### config.mk
export PLATFORM = sky130hd
export DESIGN_NAME = rvx_queue
export DESIGN_NICKNAME = d
export VERILOG_FILES = /design/src/rtl/rvx_pkg.sv /design/src/rtl/rvx_queue.sv
export SDC_FILE = /design/constraint.sdc
export NUM_CORES = 1
export LEC_CHECK = 0
export BUFFER_PORTS_ARGS = -buffer_cell sky130_fd_sc_hd__buf_2
export CAP_MARGIN = 15
export CORE_MARGIN = 1.5
export CORE_UTILIZATION = 34
export DETAILED_ROUTE_END_ITERATION = 16
export MAX_ROUTING_LAYER = met4
export PLACE_DENSITY = 0.56
export REMOVE_ABC_BUFFERS = 1
export SLEW_MARGIN = 20
export SYNTH_ARGS = -nofsm -noshare
export SYNTH_HDL_FRONTEND = slang
export SYNTH_SLANG_ARGS = --single-unit
### constraint.sdc
create_clock -name clk -period 3.4 [get_ports clk]
set_clock_uncertainty 0.05 [all_clocks]
set_input_delay 0.51 -clock clk [delete_from_list [all_inputs] [get_ports clk]]
set_output_delay 0.51 -clock clk [all_outputs]
set_load 0.02 [all_outputs]
### src/rtl/rvx_pkg.sv
`default_nettype none
package rvx_pkg;

  localparam int REG_COUNT = 32;
  localparam int REG_IDX_W = $clog2(REG_COUNT);

  // major opcodes
  localparam logic [6:0] OP_REG    = 7'h33;
  localparam logic [6:0] OP_IMM    = 7'h13;
  localparam logic [6:0] OP_LOAD   = 7'h03;
  localparam logic [6:0] OP_STORE  = 7'h23;
  localparam logic [6:0] OP_BRANCH = 7'h63;
  localparam logic [6:0] OP_JALR   = 7'h67;
  localparam logic [6:0] OP_JAL    = 7'h6F;
  localparam logic [6:0] OP_AUIPC  = 7'h17;
  localparam logic [6:0] OP_LUI    = 7'h37;
  localparam logic [6:0] OP_SYSTEM = 7'h73;

  localparam logic [6:0] F7_BASE = 7'h00;
  localparam logic [6:0] F7_ALT  = 7'h20;

  // ALU funct3
  localparam logic [2:0] F3_ADD  = 3'd0;
  localparam logic [2:0] F3_SLL  = 3'd1;
  localparam logic [2:0] F3_SLT  = 3'd2;
  localparam logic [2:0] F3_SLTU = 3'd3;
  localparam logic [2:0] F3_XOR  = 3'd4;
  localparam logic [2:0] F3_SR   = 3'd5;
  localparam logic [2:0] F3_OR   = 3'd6;
  localparam logic [2:0] F3_AND  = 3'd7;

  // branch funct3
  localparam logic [2:0] F3_BEQ  = 3'd0;
  localparam logic [2:0] F3_BNE  = 3'd1;
  localparam logic [2:0] F3_BLT  = 3'd4;
  localparam logic [2:0] F3_BGE  = 3'd5;
  localparam logic [2:0] F3_BLTU = 3'd6;
  localparam logic [2:0] F3_BGEU = 3'd7;

  // load and store funct3
  localparam logic [2:0] F3_LB  = 3'd0;
  localparam logic [2:0] F3_LH  = 3'd1;
  localparam logic [2:0] F3_LW  = 3'd2;
  localparam logic [2:0] F3_LBU = 3'd4;
  localparam logic [2:0] F3_LHU = 3'd5;
  localparam logic [2:0] F3_SB  = 3'd0;
  localparam logic [2:0] F3_SH  = 3'd1;
  localparam logic [2:0] F3_SW  = 3'd2;

  localparam logic [31:0] JALR_MASK = 32'hFFFF_FFFE;

  typedef enum logic [1:0] {
    ST_OK      = 2'd0,
    ST_UNKNOWN = 2'd1,
    ST_ECALL   = 2'd2
  } status_t;

  typedef enum logic [3:0] {
    K_NONE,
    K_ALU,
    K_LOAD,
    K_STORE,
    K_BRANCH,
    K_JAL,
    K_JALR,
    K_AUIPC,
    K_LUI
  } kind_t;

  typedef struct packed {
    kind_t                kind;
    status_t              status;
    logic [2:0]           f3;
    logic                 alt;
    logic                 use_imm;
    logic [REG_IDX_W-1:0] rd;
    logic [REG_IDX_W-1:0] rs1;
    logic [REG_IDX_W-1:0] rs2;
    logic [31:0]          imm;
  } dec_t;

endpackage
`default_nettype wire

### src/rtl/rvx_queue.sv
`default_nettype none
module rvx_queue (
  input  wire logic           clk,
  input  wire logic           rst_n,
  input  wire logic           push_valid,
  input  wire rvx_pkg::dec_t  push_data,
  output logic                push_ready,
  input  wire logic           pop,
  output logic                pop_valid,
  output rvx_pkg::dec_t       pop_data
);

  localparam logic [1:0] FULL = 2'd2;

  rvx_pkg::dec_t mem_r [2];
  logic [1:0]    cnt_r;
  logic          head_r;
  logic          tail_r;
  logic          push_fire;
  logic          pop_fire;

  assign push_ready = (cnt_r != FULL);
  assign pop_valid  = (cnt_r != 2'd0);
  assign pop_data   = mem_r[head_r];
  assign push_fire  = push_valid & push_ready;
  assign pop_fire   = pop & pop_valid;

  // advance pointers and occupancy
  always_ff @(posedge clk) begin
    if (!rst_n) begin
      cnt_r  <= 2'd0;
      head_r <= 1'b0;
      tail_r <= 1'b0;
    end else begin
      if (push_fire) tail_r <= ~tail_r;
      if (pop_fire)  head_r <= ~head_r;
      if (push_fire && !pop_fire)      cnt_r <= cnt_r + 2'd1;
      else if (!push_fire && pop_fire) cnt_r <= cnt_r - 2'd1;
    end
  end

  // hold the entries
  always_ff @(posedge clk) begin
    if (push_fire) mem_r[tail_r] <= push_data;
  end

endmodule
`default_nettype wire

==> flow_summary_export.csv <==
group,metric,value,unit
timing,worst_pin_slew,0.691,ns
critical_path,r2r_slack,1.49,ns
critical_path,required,2.84,ns
clock_tree,cts_tree,"built",
clock_tree,cts_hold_buffers,0,
drt,drc,0,
die,core,12700,um2
logic_synthesis,yosys-top-cells-area,"edfxtp_1, mux2_2, dfxtp_1",
min_path,hold_path.class,"in2reg",
critical_path,arrival,1.93,ns
power_and_ir_drop,power_density,826,nW/um2
clock_tree,clock_latency,0.41,ns
critical_path,startpoint_type,"register",
clock_tree,numCtsBuffers,17,
power_and_ir_drop,p_sw_frac,0.276,
power_and_ir_drop,peakVddDrop,497,uV
power_and_ir_drop,p_leak,2.18,nW
cells_and_area,multiInputGateArea,793,um2
timing,final_hold_viol_count,0,
die,rows,41,
die,die_w,117,um
logic_synthesis,syn_avg_cell_area,21.7,um2
clock_tree,root_buffer,"clkbuf_16",
drt,viasPerCell,4.40,
flow_run,drv_cap,0,
power_and_ir_drop,p_clk_frac,0.358,
critical_path,regToRegStartpoint,"cnt_r[0]",
grt,grtUsageTotal,0.131,
clock_tree,ctsResizeCount,0,
die,ios,122,
critical_path,critPathKind,"reg2out",
cells_and_area,syn_to_final_growth,32.0,%
logic_synthesis,synth_largest_area_cell,"edfxtp_1",
timing,maxSlewViolCount,0,
cells_and_area,ff_latch_area,3580,um2
critical_path,r2r_cells,3,
logic_synthesis,yosys_register_bits,121,
clock_tree,h-tree-depth,4,
grt,first_global_vias,2429,
place,gp_congestion,0.684,
timing,tns,0,ns
cells_and_area,final_nets,405,
die,start_util,0.349,
place,hpwl,5.14,mm
timing,timing.final.crit_period,2.49,ns
timing,rsz0062_at_grt,"no",
cells_and_area,design_area,5840,um2
drt,ant_nets,0,
logic_synthesis,yosysWarningCount,0,
min_path,holdPathEnd,"mem_r[1][3]",
min_path,hp-start,"push_data[3]",
power_and_ir_drop,p_int,3.49,mW
clock_tree,postCtsSetupBuffers,0,
timing,fin_crit_sh,0.734,
critical_path,critPathCaptureType,"output port",
timing,fmax,401,MHz
run_status,status,"completed",
drt,drtPass1Iterations,4,
timing,setup_violations,0,
clock_tree,clk_pin_slew,0.05,ns
power_and_ir_drop,p_seq_frac,0.404,
min_path,holdPathStages,1,
die,die_area,13700,um2
logic_synthesis,synth.distinct_cells,21,
power_and_ir_drop,power_frac_comb,0.237,
drt,drt-initial-drc-count,111,
grt,grt_overflow,0,
power_and_ir_drop,p_switching,1.33,mW
drt,wl_per_cell,15.1,um
clock_tree,clockBufferDepth,2,
grt,grt_max_degree,33,
clock_tree,cts_sinks,121,
cells_and_area,fill_cells,1150,
drt,via_count,2321,
place,placed_area,5270,um2
logic_synthesis,yosysTopAreaCellShare,0.787,
critical_path,worst-path-max-fanout,21,
drt,wl,7.95,mm
logic_synthesis,seq_area_frac_synth,0.810,
die,die_h,117,um
logic_synthesis,netlist_area,4420,um2
critical_path,regToRegEndpoint,"mem_r[1][33]",
grt,grt_antenna_before_repair,0,
timing,slew_headroom,0.539,
place,port_buffers,121,
logic_synthesis,synthCells,204,
grt,grt_pass1_wl,12.1,mm
cells_and_area,drive_gt1_frac,0.603,
-- worst max-delay path, stage by stage (launching register included) --
cell and delay, ns:
dfxtp_2 0.67, buf_4 0.31, mux2_2 0.37, buf_2 0.16
-- layer usage --
metal	vias to the layer above	track usage	wire, um
li1	1092	-	-
met1	1132	0.139	3310
met2	84	0.197	3880
met3	13	0.0675	600
met4	0	0.0723	158
met5	-	-	0
-- through the flow --
| step | setup slack (ns) | instances | total power, mW | hold slack (ns) | util |
|---|---|---|---|---|---|
| floorplan | 0.821 | 198 | 2.74 | 0.462 | - |
| global placement | 1.33 | 495 | 3.14 | 0.486 | 0.416 |
| detailed placement | 1.30 | 495 | 3.15 | 0.498 | 0.416 |
| CTS | 0.839 | 527 | 4.91 | 0.204 | 0.461 |
| global route | 0.782 | 527 | 5.05 | 0.208 | 0.461 |
| finish | 0.906 | 528 | 4.83 | 0.235 | 0.461 |
-- power groups by stage --
stage | combinational (mW) | sequential [mW] | clock [mW]
after floorplan | 0.739 | 2.00 | 0
after global placement | 1.16 | 1.98 | 0
after detailed placement | 1.17 | 1.99 | 0
after CTS | 1.17 | 1.96 | 1.78
after global routing | 1.25 | 1.98 | 1.83
final | 1.15 | 1.95 | 1.73
-- cell usage in the layout, fill, tap and decap left out, drive strengths merged --
cell type	n
ha	1
clkinv	7
clkinvlp	1
and3	1
and2	4
nand3b	1
bufinv	3
edfxtp	116
xor2	1
dfxtp	5
or3	1
nand2b	1
xnor2	2
o21ai	2
inv	1
diode	1
or2	1
clkbuf	21
mux2	58
buf	125
a21boi	2
a21bo	1
-- sequential cells by signal, indices dropped and copies added (netlist names), named ones only --
name	cells
tail_r	1
mem_r	116
cnt_r	2
head_r	1
-- layout make-up --
cell class / count / area share
sequential: 121 / 0.614
multi-input combinational: 76 / 0.136
timing repair buffer: 125 / 0.115
clock buffer: 21 / 0.0754
tap: 172 / 0.0368
clock inverter: 11 / 0.0221
inverter: 1 / 0.000643
antenna: 1 / 0.000428
-- cell usage after synthesis --
library cell	count
edfxtp_1	116
dfxtp_1	5
buf_4	1
nand2b_4	1
inv_1	1
buf_6	2
a21boi_1	1
and2_1	4
mux2_2	58
and3_1	1
or2_2	1
ha_1	1
a21bo_2	1
xor2_1	1
a21boi_0	1
nand3b_1	1
or3_1	1
buf_2	3
o21ai_1	1
o21ai_0	1
xnor2_1	2
-- worst max-delay path by stage --
stage,from,endpoint,slack (ns),depth (start not counted)
after global routing,register,pop_data[2],0.78,3
after detailed placement,register,pop_data[31],1.30,3
after CTS,register,pop_data[31],0.84,3
after floorplan,register,pop_data[0],0.82,1
after global placement,register,pop_data[17],1.33,3
final,register,pop_data[31],0.91,3
-- kinds of logic after synthesis --
kind of cell / after synthesis / synth area share
buf+inv: 7 / 0.0110
fa+ha+maj: 1 / 0.00283
mux: 58 / 0.148
simple gates: 9 / 0.0147
compound gates: 5 / 0.00792
xor+xnor: 3 / 0.00594
flops: 121 / 0.810
(Power assumes the default switching activity.)
