`config.mk`:
```
export PLATFORM = sky130hd
export DESIGN_NAME = rvx_front_flat
export DESIGN_NICKNAME = d
export VERILOG_FILES = /design/src/rtl/rvx_pkg.sv /design/src/rtl/rvx_if.sv /design/src/rtl/rvx_front.sv /design/src/flat_wrapper.sv
export SDC_FILE = /design/constraint.sdc
export NUM_CORES = 1
export LEC_CHECK = 0
export BUFFER_PORTS_ARGS = -buffer_cell sky130_fd_sc_hd__buf_2
export CORE_MARGIN = 2
export CORE_UTILIZATION = 37
export DETAILED_ROUTE_END_ITERATION = 12
export PLACE_DENSITY = 0.94
export SYNTH_ARGS = -nofsm -noshare
export SYNTH_HDL_FRONTEND = slang
export SYNTH_SLANG_ARGS = --single-unit
```
`constraint.sdc`:
```
create_clock -name vclk -period 1.7
set_clock_uncertainty 0.1 [all_clocks]
set_input_delay 0.255 -clock vclk [all_inputs]
set_output_delay 0.255 -clock vclk [all_outputs]
set_load 0.03 [all_outputs]
```
`src/rtl/rvx_pkg.sv`:
```
`default_nettype none
package rvx_pkg;

  localparam int REG_COUNT = 32;
  localparam int REG_IDX_W = $clog2(REG_COUNT);

  // major opcodes
  localparam logic [6:0] OP_REG    = 7'h33;
  localparam logic [6:0] OP_IMM    = 7'h13;
  localparam logic [6:0] OP_LOAD   = 7'h03;
  localparam logic [6:0] OP_STORE  = 7'h23;
  localparam logic [6:0] OP_BRANCH = 7'h63;
  localparam logic [6:0] OP_JALR   = 7'h67;
  localparam logic [6:0] OP_JAL    = 7'h6F;
  localparam logic [6:0] OP_AUIPC  = 7'h17;
  localparam logic [6:0] OP_LUI    = 7'h37;
  localparam logic [6:0] OP_SYSTEM = 7'h73;

  localparam logic [6:0] F7_BASE = 7'h00;
  localparam logic [6:0] F7_ALT  = 7'h20;

  // ALU funct3
  localparam logic [2:0] F3_ADD  = 3'd0;
  localparam logic [2:0] F3_SLL  = 3'd1;
  localparam logic [2:0] F3_SLT  = 3'd2;
  localparam logic [2:0] F3_SLTU = 3'd3;
  localparam logic [2:0] F3_XOR  = 3'd4;
  localparam logic [2:0] F3_SR   = 3'd5;
  localparam logic [2:0] F3_OR   = 3'd6;
  localparam logic [2:0] F3_AND  = 3'd7;

  // branch funct3
  localparam logic [2:0] F3_BEQ  = 3'd0;
  localparam logic [2:0] F3_BNE  = 3'd1;
  localparam logic [2:0] F3_BLT  = 3'd4;
  localparam logic [2:0] F3_BGE  = 3'd5;
  localparam logic [2:0] F3_BLTU = 3'd6;
  localparam logic [2:0] F3_BGEU = 3'd7;

  // load and store funct3
  localparam logic [2:0] F3_LB  = 3'd0;
  localparam logic [2:0] F3_LH  = 3'd1;
  localparam logic [2:0] F3_LW  = 3'd2;
  localparam logic [2:0] F3_LBU = 3'd4;
  localparam logic [2:0] F3_LHU = 3'd5;
  localparam logic [2:0] F3_SB  = 3'd0;
  localparam logic [2:0] F3_SH  = 3'd1;
  localparam logic [2:0] F3_SW  = 3'd2;

  localparam logic [31:0] JALR_MASK = 32'hFFFF_FFFE;

  typedef enum logic [1:0] {
    ST_OK      = 2'd0,
    ST_UNKNOWN = 2'd1,
    ST_ECALL   = 2'd2
  } status_t;

  typedef enum logic [3:0] {
    K_NONE,
    K_ALU,
    K_LOAD,
    K_STORE,
    K_BRANCH,
    K_JAL,
    K_JALR,
    K_AUIPC,
    K_LUI
  } kind_t;

  typedef struct packed {
    kind_t                kind;
    status_t              status;
    logic [2:0]           f3;
    logic                 alt;
    logic                 use_imm;
    logic [REG_IDX_W-1:0] rd;
    logic [REG_IDX_W-1:0] rs1;
    logic [REG_IDX_W-1:0] rs2;
    logic [31:0]          imm;
  } dec_t;

endpackage
`default_nettype wire

```
`src/rtl/rvx_if.sv`:
```
`default_nettype none
interface rvx_in_if;
  logic        valid;
  logic        ready;
  logic [31:0] instr_word;

  modport source (output valid, output instr_word, input ready);
  modport sink   (input valid, input instr_word, output ready);
endinterface

`default_nettype wire

```
`src/rtl/rvx_front.sv`:
```
`default_nettype none
module rvx_front (
  rvx_in_if.sink         in_chan,
  input  wire logic      push_ready,
  input  wire logic      busy,
  output logic           push_valid,
  output rvx_pkg::dec_t  push_data
);

  logic [31:0] w;
  logic [6:0]  op;
  logic [2:0]  f3;
  logic [6:0]  f7;
  logic [31:0] immi, imms, immb, immu, immj;

  assign in_chan.ready = push_ready & ~busy;
  assign push_valid    = in_chan.valid & ~busy;

  assign w    = in_chan.instr_word;
  assign op   = w[6:0];
  assign f3   = w[14:12];
  assign f7   = w[31:25];
  assign immi = {{20{w[31]}}, w[31:20]};
  assign imms = {{20{w[31]}}, w[31:25], w[11:7]};
  assign immb = {{19{w[31]}}, w[31], w[7], w[30:25], w[11:8], 1'b0};
  assign immu = {w[31:12], 12'b0};
  assign immj = {{11{w[31]}}, w[31], w[19:12], w[20], w[30:21], 1'b0};

  // classify the instruction word
  always_comb begin
    push_data         = '0;
    push_data.kind    = rvx_pkg::K_NONE;
    push_data.status  = rvx_pkg::ST_OK;
    push_data.f3      = f3;
    push_data.alt     = 1'b0;
    push_data.use_imm = 1'b0;
    push_data.rd      = w[11:7];
    push_data.rs1     = w[19:15];
    push_data.rs2     = w[24:20];
    push_data.imm     = immi;
    unique case (op)
      rvx_pkg::OP_REG: begin
        if (f7 == rvx_pkg::F7_BASE || (f7 == rvx_pkg::F7_ALT &&
            (f3 == rvx_pkg::F3_ADD || f3 == rvx_pkg::F3_SR))) begin
          push_data.kind = rvx_pkg::K_ALU;
          push_data.alt  = (f7 == rvx_pkg::F7_ALT);
        end else begin
          push_data.status = rvx_pkg::ST_UNKNOWN;
        end
      end
      rvx_pkg::OP_IMM: begin
        if (f3 == rvx_pkg::F3_SLL && f7 != rvx_pkg::F7_BASE) begin
          push_data.status = rvx_pkg::ST_UNKNOWN;
        end else if (f3 == rvx_pkg::F3_SR && f7 != rvx_pkg::F7_BASE &&
                     f7 != rvx_pkg::F7_ALT) begin
          push_data.status = rvx_pkg::ST_UNKNOWN;
        end else begin
          push_data.kind    = rvx_pkg::K_ALU;
          push_data.use_imm = 1'b1;
          push_data.alt     = (f3 == rvx_pkg::F3_SR) && (f7 == rvx_pkg::F7_ALT);
        end
      end
      rvx_pkg::OP_LOAD: begin
        if (f3 == rvx_pkg::F3_LB || f3 == rvx_pkg::F3_LH || f3 == rvx_pkg::F3_LW ||
            f3 == rvx_pkg::F3_LBU || f3 == rvx_pkg::F3_LHU) begin
          push_data.kind = rvx_pkg::K_LOAD;
        end else begin
          push_data.status = rvx_pkg::ST_UNKNOWN;
        end
      end
      rvx_pkg::OP_STORE: begin
        if (f3 == rvx_pkg::F3_SB || f3 == rvx_pkg::F3_SH || f3 == rvx_pkg::F3_SW) begin
          push_data.kind = rvx_pkg::K_STORE;
          push_data.imm  = imms;
        end else begin
          push_data.status = rvx_pkg::ST_UNKNOWN;
        end
      end
      rvx_pkg::OP_BRANCH: begin
        if (f3 == rvx_pkg::F3_SLT || f3 == rvx_pkg::F3_SLTU) begin
          push_data.status = rvx_pkg::ST_UNKNOWN;
        end else begin
          push_data.kind = rvx_pkg::K_BRANCH;
          push_data.imm  = immb;
        end
      end
      rvx_pkg::OP_JALR: begin
        if (f3 == rvx_pkg::F3_ADD) begin
          push_data.kind = rvx_pkg::K_JALR;
        end else begin
          push_data.status = rvx_pkg::ST_UNKNOWN;
        end
      end
      rvx_pkg::OP_JAL: begin
        push_data.kind = rvx_pkg::K_JAL;
        push_data.imm  = immj;
      end
      rvx_pkg::OP_AUIPC: begin
        push_data.kind = rvx_pkg::K_AUIPC;
        push_data.imm  = immu;
      end
      rvx_pkg::OP_LUI: begin
        push_data.kind = rvx_pkg::K_LUI;
        push_data.imm  = immu;
      end
      rvx_pkg::OP_SYSTEM: begin
        push_data.status = rvx_pkg::ST_ECALL;
      end
      default: begin
        push_data.status = rvx_pkg::ST_UNKNOWN;
      end
    endcase
  end

endmodule
`default_nettype wire

```
`src/flat_wrapper.sv`:
```
// flat-port wrapper written by rule: the top's interface ports become plain ports
module rvx_front_flat 
  (push_ready, busy, push_valid, push_data, in_chan_valid, in_chan_instr_word, in_chan_ready);
  rvx_in_if in_chan_i ();
  input  wire logic push_ready;
  input  wire logic busy;
  output logic push_valid;
  output rvx_pkg::dec_t push_data;
  input wire logic [$bits(in_chan_i.valid)-1:0] in_chan_valid;
  input wire logic [$bits(in_chan_i.instr_word)-1:0] in_chan_instr_word;
  output wire logic [$bits(in_chan_i.ready)-1:0] in_chan_ready;
  assign in_chan_i.valid = in_chan_valid;
  assign in_chan_i.instr_word = in_chan_instr_word;
  assign in_chan_ready = in_chan_i.ready;
  rvx_front u_core (.in_chan(in_chan_i), .push_ready(push_ready), .busy(busy), .push_valid(push_valid), .push_data(push_data));
endmodule
```
==> results of run 1 <==
## path summary, 6_finish.rpt
kind | from | endpoint | slack [ns] | cells after the start
worst min-delay path | in_chan_instr_word[9] | push_data[44] | 0.69 | 2
worst max-delay path | in_chan_instr_word[14] | push_data[52] | -0.43 | 6
## layout by cell type (no fill, tap or decap), types with 4 or more instances in the layout
cell type / count
a21o_1: 17
nor2b_4: 4
buf_2: 56
buf_6: 44
nor2_1: 4
nand2_1: 4
buf_8: 5
nor2b_1: 11
buf_4: 44
## cell usage after synthesis (2+ instances only)
cell	instances
o21a_1	2
o21ai_0	4
nor2b_1	13
nand2_2	2
nand3_1	5
a21o_1	19
a211oi_1	2
o21ai_1	2
nor2_1	7
nand2b_1	3
and2_1	2
o22ai_1	3
nand2_1	6
nor3_1	6
a22o_1	4
buf_2	7
buf_4	20
inv_1	3
nand4b_1	2
## repair_timing
item	in CTS	in global routing
buffers inserted	9	9
hold endpoints to repair	0	0
pin swaps	15	20
cloned	1	0
gates resized for setup	100	32
setup endpoints to repair	31	35
## routing by layer
metal,GRT usage,vias up
li1,-,729
met1,0.392,829
met2,0.586,207
met3,0.0333,67
met4,0.107,0
met5,0,-
## where the power goes
group | internal [mW] | switching, mW
Clock | 0 | 0
Combinational | 0.275 | 0.367
Sequential | 0 | 0
Total | 0.275 | 0.367
## cell families after synthesis
logic type      count (synthesis)
xor+xnor                        1
compound gates                 44
buf+inv                        32
simple gates                   59
## area by class of cell
type                            instances  area (sq um)  share of cell area
Inverter                                4          15.0             0.00686
Tap cell                               28          35.0              0.0160
Multi-Input combinational cell        105           937               0.428
Timing Repair Buffer                  150          1200               0.549
## worst max-delay path, stage by stage
cell and delay (ns):
buf_2 0.16, nor3_1 0.38, or3_1 0.19, nand4_1 0.13, or4_4 0.51, buf_6 0.15
==> results.yml, run 1 <==
timing:
  fin_crit_sh: 1.25
  finalHoldViolations: 0
  timing.fmax_mhz: 470
  tns_ns: -4.92
  whs_ns: 0.686
  rsz0062_at_grt: "yes"
  slew_headroom: 0.740
  setup_viol: 38
  period_needed_ns: 2.13
  maxSlewViolCount: 0
  tightest_slew_ns: 0.387
  finalWorstSetupSlack_ns: -0.429
run:
  maxCapViolations: 0
final_layout:
  diodes: 0
  final_core_util: 0.962
  clock_buffers: 0
  nFlopsAndLatches: 0
  seq_area_sq_um: 0
  area_growth_pct: 140
  stdcell_count: 287
  final_nets: 296
  final_cell_area_sq_um: 2190
  n_fill_cell: 51
  drive_gt1_frac: 0.737
grt:
  first_global_vias: 1513
  overflow: 0
  grt.total_usage: 0.322
  grt_max_degree: 17
  antenna_found_initial: 0
  grt_first_pass_wirelength_um: 6950
detailed_routing:
  ant_nets: 0
  wl_met2_um: 3170
  detail_route.wirelength.met1_um: 2150
  top_layer_used: "met4"
  wl_um: 6630
  drt-initial-drc-count: 89
  detail_route.wl_per_cell_um: 23.1
  vias: 1832
  routed_via_density: 6.38
  dr.pass1.iters: 5
  drc: 0
  wl_met3_um: 805
die:
  ioPinCount: 95
  rows: 17
  core-area_sq_um: 2280
  die_y_um: 53.6
  die_x_um: 53.6
  dieArea_sq_um: 2870
  initial_core_util: 0.400
run_status:
  status: "complete, but fails checks"
  violations: "negative setup slack"
logic_synthesis:
  yosys-top-cells-area: "buf_4 (16%), a21o_1 (16%), nor2b_1 (8.9%), a22o_1 (3.8%), buf_2 (3.8%)"
  synth_top_family_by_area: "simple AND/OR/NAND/NOR gates"
  synth_mux_area_frac: 0
  yosys.area_share.simple: 0.396
  netlist_area_sq_um: 911
  synth_cell_types: 43
  seq_area_frac_synth: 0
  syn-num-nets: 171
  synth_top_cell_area_share: 0.165
  synth_xor_area_frac: 0.00962
  synth_fa_ha_area_frac: 0
  synth_compound_area_frac: 0.363
  yosys_warnings: 0
  synthCells: 136
  yosysTopAreaCell: "buf_4"
  avgSynthCellArea_sq_um: 6.70
pwr:
  total_power_mw: 0.641
  power_density_nw_per_um2: 293
  vdd_drop_max_mv: 0.318
  leakage_nw: 1.16
worst_setup_path:
  critPathKind: "primary input to primary output"
  crit_path_start_kind: "primary input"
  crit_fanout: 7
  arrival_ns: 1.77
  worst_ep_required_time_ns: 1.34
  cp-end-kind: "primary output"
worst_hold_path:
  min_path_type: "primary input to primary output"
placement:
  place_inst: 269
  post-place-ws_ns: -0.340
  dp_hpwl_um: 2960
  gp_routability_congestion: 0.967
  io_buffers: 95
  placed_area_sq_um: 1590
clocking:
  hold_buffers: 0
(Power assumes the default switching activity.)
==> inputs of run 2 (changes only) <==
--- a/config.mk
+++ b/config.mk
@@ -6,10 +6,11 @@
 export NUM_CORES = 1
 export LEC_CHECK = 0
 export BUFFER_PORTS_ARGS = -buffer_cell sky130_fd_sc_hd__buf_2
+export CAP_MARGIN = 20
 export CORE_MARGIN = 2
-export CORE_UTILIZATION = 37
+export CORE_UTILIZATION = 34
 export DETAILED_ROUTE_END_ITERATION = 12
-export PLACE_DENSITY = 0.94
+export PLACE_DENSITY = 0.91
 export SYNTH_ARGS = -nofsm -noshare
 export SYNTH_HDL_FRONTEND = slang
 export SYNTH_SLANG_ARGS = --single-unit
==> constraint.sdc (replaced) <==
create_clock -name vclk -period 1.9
set_clock_uncertainty 0.1 [all_clocks]
set_input_delay 0.285 -clock vclk [all_inputs]
set_output_delay 0.285 -clock vclk [all_outputs]
set_load 0.03 [all_outputs]
==> results.yml, run 2 (synthesized netlist as in run 1, its figures left out) <==
die:
  die_y_um: 55.8
  ioPinCount: 95
  die_x_um: 55.8
  initial_core_util: 0.364
  dieArea_sq_um: 3110
  core-area_sq_um: 2500
  rows: 18
timing:
  finalWorstSetupSlack_ns: -0.137
  timing.fmax_mhz: 491
  setup_viol: 9
  rsz0062_at_grt: "yes"
  tightest_slew_ns: 0.411
  period_needed_ns: 2.04
  finalHoldViolations: 0
  maxSlewViolCount: 0
  slew_headroom: 0.725
  whs_ns: 0.739
  fin_crit_sh: 1.07
run_status:
  status: "complete, but fails checks"
  violations: "negative setup slack"
detailed_routing:
  vias: 1396
  ant_nets: 0
  detail_route.wl_per_cell_um: 13.7
  drt-initial-drc-count: 33
  drc: 0
  dr.pass1.iters: 4
  wl_um: 3630
  routed_via_density: 5.25
final_layout:
  clock_buffers: 0
  seq_area_sq_um: 0
  final_core_util: 0.695
  final_common_cell: "buf_2"
  drive_gt1_frac: 0.644
  diodes: 0
  final_cell_mix: "buf_2 (71), buf_4 (33), buf_6 (22), a21o_1 (19), nor2b_1 (11)"
  nFlopsAndLatches: 0
  area_growth_pct: 90.7
  final_nets: 273
  n_fill_cell: 211
clocking:
  hold_buffers: 0
worst_setup_path:
  arrival_ns: 1.65
  crit_path_start_kind: "primary input"
  worst_ep_required_time_ns: 1.51
  critPathKind: "primary input to primary output"
  crit_fanout: 8
  cp-end-kind: "primary output"
placement:
  dp_hpwl_um: 2870
  io_buffers: 95
  gp_routability_congestion: 0.932
run:
  maxCapViolations: 0
worst_hold_path:
  min_path_type: "primary input to primary output"
grt:
  grt_first_pass_wirelength_um: 5640
  antenna_found_initial: 0
  overflow: 0
  first_global_vias: 1314
  grt.total_usage: 0.214
  grt_max_degree: 19
pwr:
  leakage_nw: 0.953
  power_density_nw_per_um2: 261
  vdd_drop_max_mv: 0.177
run 2: layout make-up:
class | instances | area [sq um] | share of cell area
Tap cell | 30 | 37.5 | 0.0216
Multi-Input combinational cell | 104 | 798 | 0.460
Inverter | 4 | 15.0 | 0.00865
Timing Repair Buffer | 128 | 886 | 0.510
run 2: power breakdown:
group / total (mW) / internal, mW / switching (mW) / leakage, nW
Combinational: 0.453 / 0.187 / 0.266 / 0.953
Clock: 0 / 0 / 0 / 0
Sequential: 0 / 0 / 0 / 0
run 2: worst paths after layout:
kind	slack [ns]	cells past startpoint	end	from
setup / recovery	-0.14	7	push_data[48]	in_chan_instr_word[6]
hold / removal	0.74	2	push_data[37]	in_chan_instr_word[15]
run 2: layer usage:
layer  track usage  up-vias  part of all wire
li1              -      673                 -
met5             0        -                 0
met3        0.0209        6             0.082
met2         0.444       79              0.55
met4        0.0244        0            0.0099
met1         0.233      638              0.36
run 2: timing repair:
item,CTS,global route
resized for setup,49,17
pin swaps,4,9
setup endpoints to repair,29,31
buffers inserted,1,0
run 2: worst max-delay path: stages:
cell and delay [ns]:
buf_12 0.11, nand2b_1 0.22, buf_4 0.18, nor2_1 0.12, nand3_1 0.15, a2111oi_4 0.35, buf_4 0.23
run 2: through the flow:
stage	power [mW]	std cells	setup WS, ns	instance area [sq um]	TNS, ns
finish	0.453	266	-0.137	1740	-0.484
detailed placement	0.396	265	-0.206	1490	-2.83
floorplan	0.265	136	-0.0124	932	-0.0124
global route	0.479	266	-0.212	1740	-1.89
global placement	0.390	265	-0.211	1490	-2.72
CTS	0.436	266	-0.129	1660	-0.388
==> inputs of run 3 (changes only) <==
--- a/config.mk
+++ b/config.mk
@@ -11,6 +11,7 @@
 export CORE_UTILIZATION = 34
 export DETAILED_ROUTE_END_ITERATION = 12
 export PLACE_DENSITY = 0.91
+export SETUP_SLACK_MARGIN = 0.05
 export SYNTH_ARGS = -nofsm -noshare
 export SYNTH_HDL_FRONTEND = slang
 export SYNTH_SLANG_ARGS = --single-unit
==> results.yml, run 3 (synthesized netlist as in run 1, its figures left out) <==
placement:
  io_buffers: 95
  placed_area_sq_um: 1490
  dp_hpwl_um: 2830
  place_inst: 265
  gp_routability_congestion: 0.902
  post-place-ws_ns: -0.206
detailed_routing:
  vias: 1494
  routed_via_density: 5.57
  drc: 0
  wl_um: 4170
  ant_nets: 0
  dr.pass1.iters: 4
  detail_route.wl_per_cell_um: 15.5
  drt-initial-drc-count: 46
final_layout:
  diodes: 0
  area_growth_pct: 102
  final_nets: 275
  n_fill_cell: 199
  final_cell_mix: "buf_2 (60), buf_4 (38), buf_6 (29), a21o_1 (19), nor2b_1 (10)"
  final_cell_area_sq_um: 1840
  nFlopsAndLatches: 0
  drive_gt1_frac: 0.660
  final_core_util: 0.735
  final_common_cell: "buf_2"
  clock_buffers: 0
  multiInputGateArea_sq_um: 828
  stdcell_count: 268
  seq_area_sq_um: 0
run_status:
  violations: "negative setup slack"
  status: "complete, but fails checks"
timing:
  fin_crit_sh: 1.08
  finalHoldViolations: 0
  finalWorstSetupSlack_ns: -0.155
  setup_viol: 6
  whs_ns: 0.738
  timing.fmax_mhz: 487
  slew_headroom: 0.733
  period_needed_ns: 2.06
  tns_ns: -0.363
  tightest_slew_ns: 0.396
  rsz0062_at_grt: "yes"
  maxSlewViolCount: 0
pwr:
  power_density_nw_per_um2: 263
  power_frac_comb: 1.000
  leakage_nw: 1.00
  vdd_drop_max_mv: 0.203
  p_switching_mw: 0.280
  p_sw_frac: 0.579
  p_int_mw: 0.204
  total_power_mw: 0.484
  power_frac_seq: 0
  p_clk_frac: 0
die:
  dieArea_sq_um: 3110
  initial_core_util: 0.364
  die_x_um: 55.8
  die_y_um: 55.8
  rows: 18
  ioPinCount: 95
  core-area_sq_um: 2500
worst_setup_path:
  cp-end-kind: "primary output"
  critPathKind: "primary input to primary output"
  arrival_ns: 1.67
  crit_path_start_kind: "primary input"
  crit_fanout: 8
  worst_ep_required_time_ns: 1.51
grt:
  grt.total_usage: 0.236
  antenna_found_initial: 0
  first_global_vias: 1384
  overflow: 0
  grt_max_degree: 19
  grt_first_pass_wirelength_um: 6210
run:
  maxCapViolations: 0
clocking:
  hold_buffers: 0
worst_hold_path:
  min_path_type: "primary input to primary output"
[run 3: cell types whose count changed in the layout (fill, tap and decap cells not counted), sizes merged]
cell  previous run  this run
buf            128       130
[run 3: final cells by class]
cell class,instances,area share
Inverter,4,0.00817
Multi-Input combinational cell,104,0.451
Timing Repair Buffer,130,0.521
Tap cell,30,0.0204
[run 3: layer usage]
metal / wire length (um) / vias to the layer above / global-route usage
li1: - / 681 / -
met1: 1460 / 700 / 0.245
met2: 2260 / 101 / 0.471
met3: 340 / 12 / 0.0442
met4: 102 / 0 / 0.0627
met5: 0 / - / 0
[run 3: worst paths after layout]
kind	start	endpoint	slack [ns]	cells past startpoint
setup / recovery	in_chan_instr_word[6]	push_data[52]	-0.16	7
hold / removal	in_chan_instr_word[16]	push_data[38]	0.74	2
[run 3: what timing repair did]
| item | in CTS | in global routing |
|---|---|---|
| setup buffers | 1 | 2 |
| endpoints found under the setup margin | 29 | 38 |
| endpoints found under the hold margin | 0 | 0 |
| pin swaps | 5 | 9 |
| resized for setup | 47 | 60 |
[run 3: worst max-delay path: stages]
cell	delay (ns)
buf_2	0.22
nand2b_4	0.22
buf_4	0.14
a2bb2oi_2	0.15
o22ai_1	0.08
or4_4	0.42
buf_6	0.15
[run 3: power groups by stage]
| stage | logic (mW) | registers [mW] | clock network (mW) |
|---|---|---|---|
| detailed placement | 0.398 | 0 | 0 |
| global placement | 0.391 | 0 | 0 |
| floorplan | 0.266 | 0 | 0 |
| CTS | 0.434 | 0 | 0 |
| global route | 0.508 | 0 | 0 |
| finish | 0.484 | 0 | 0 |
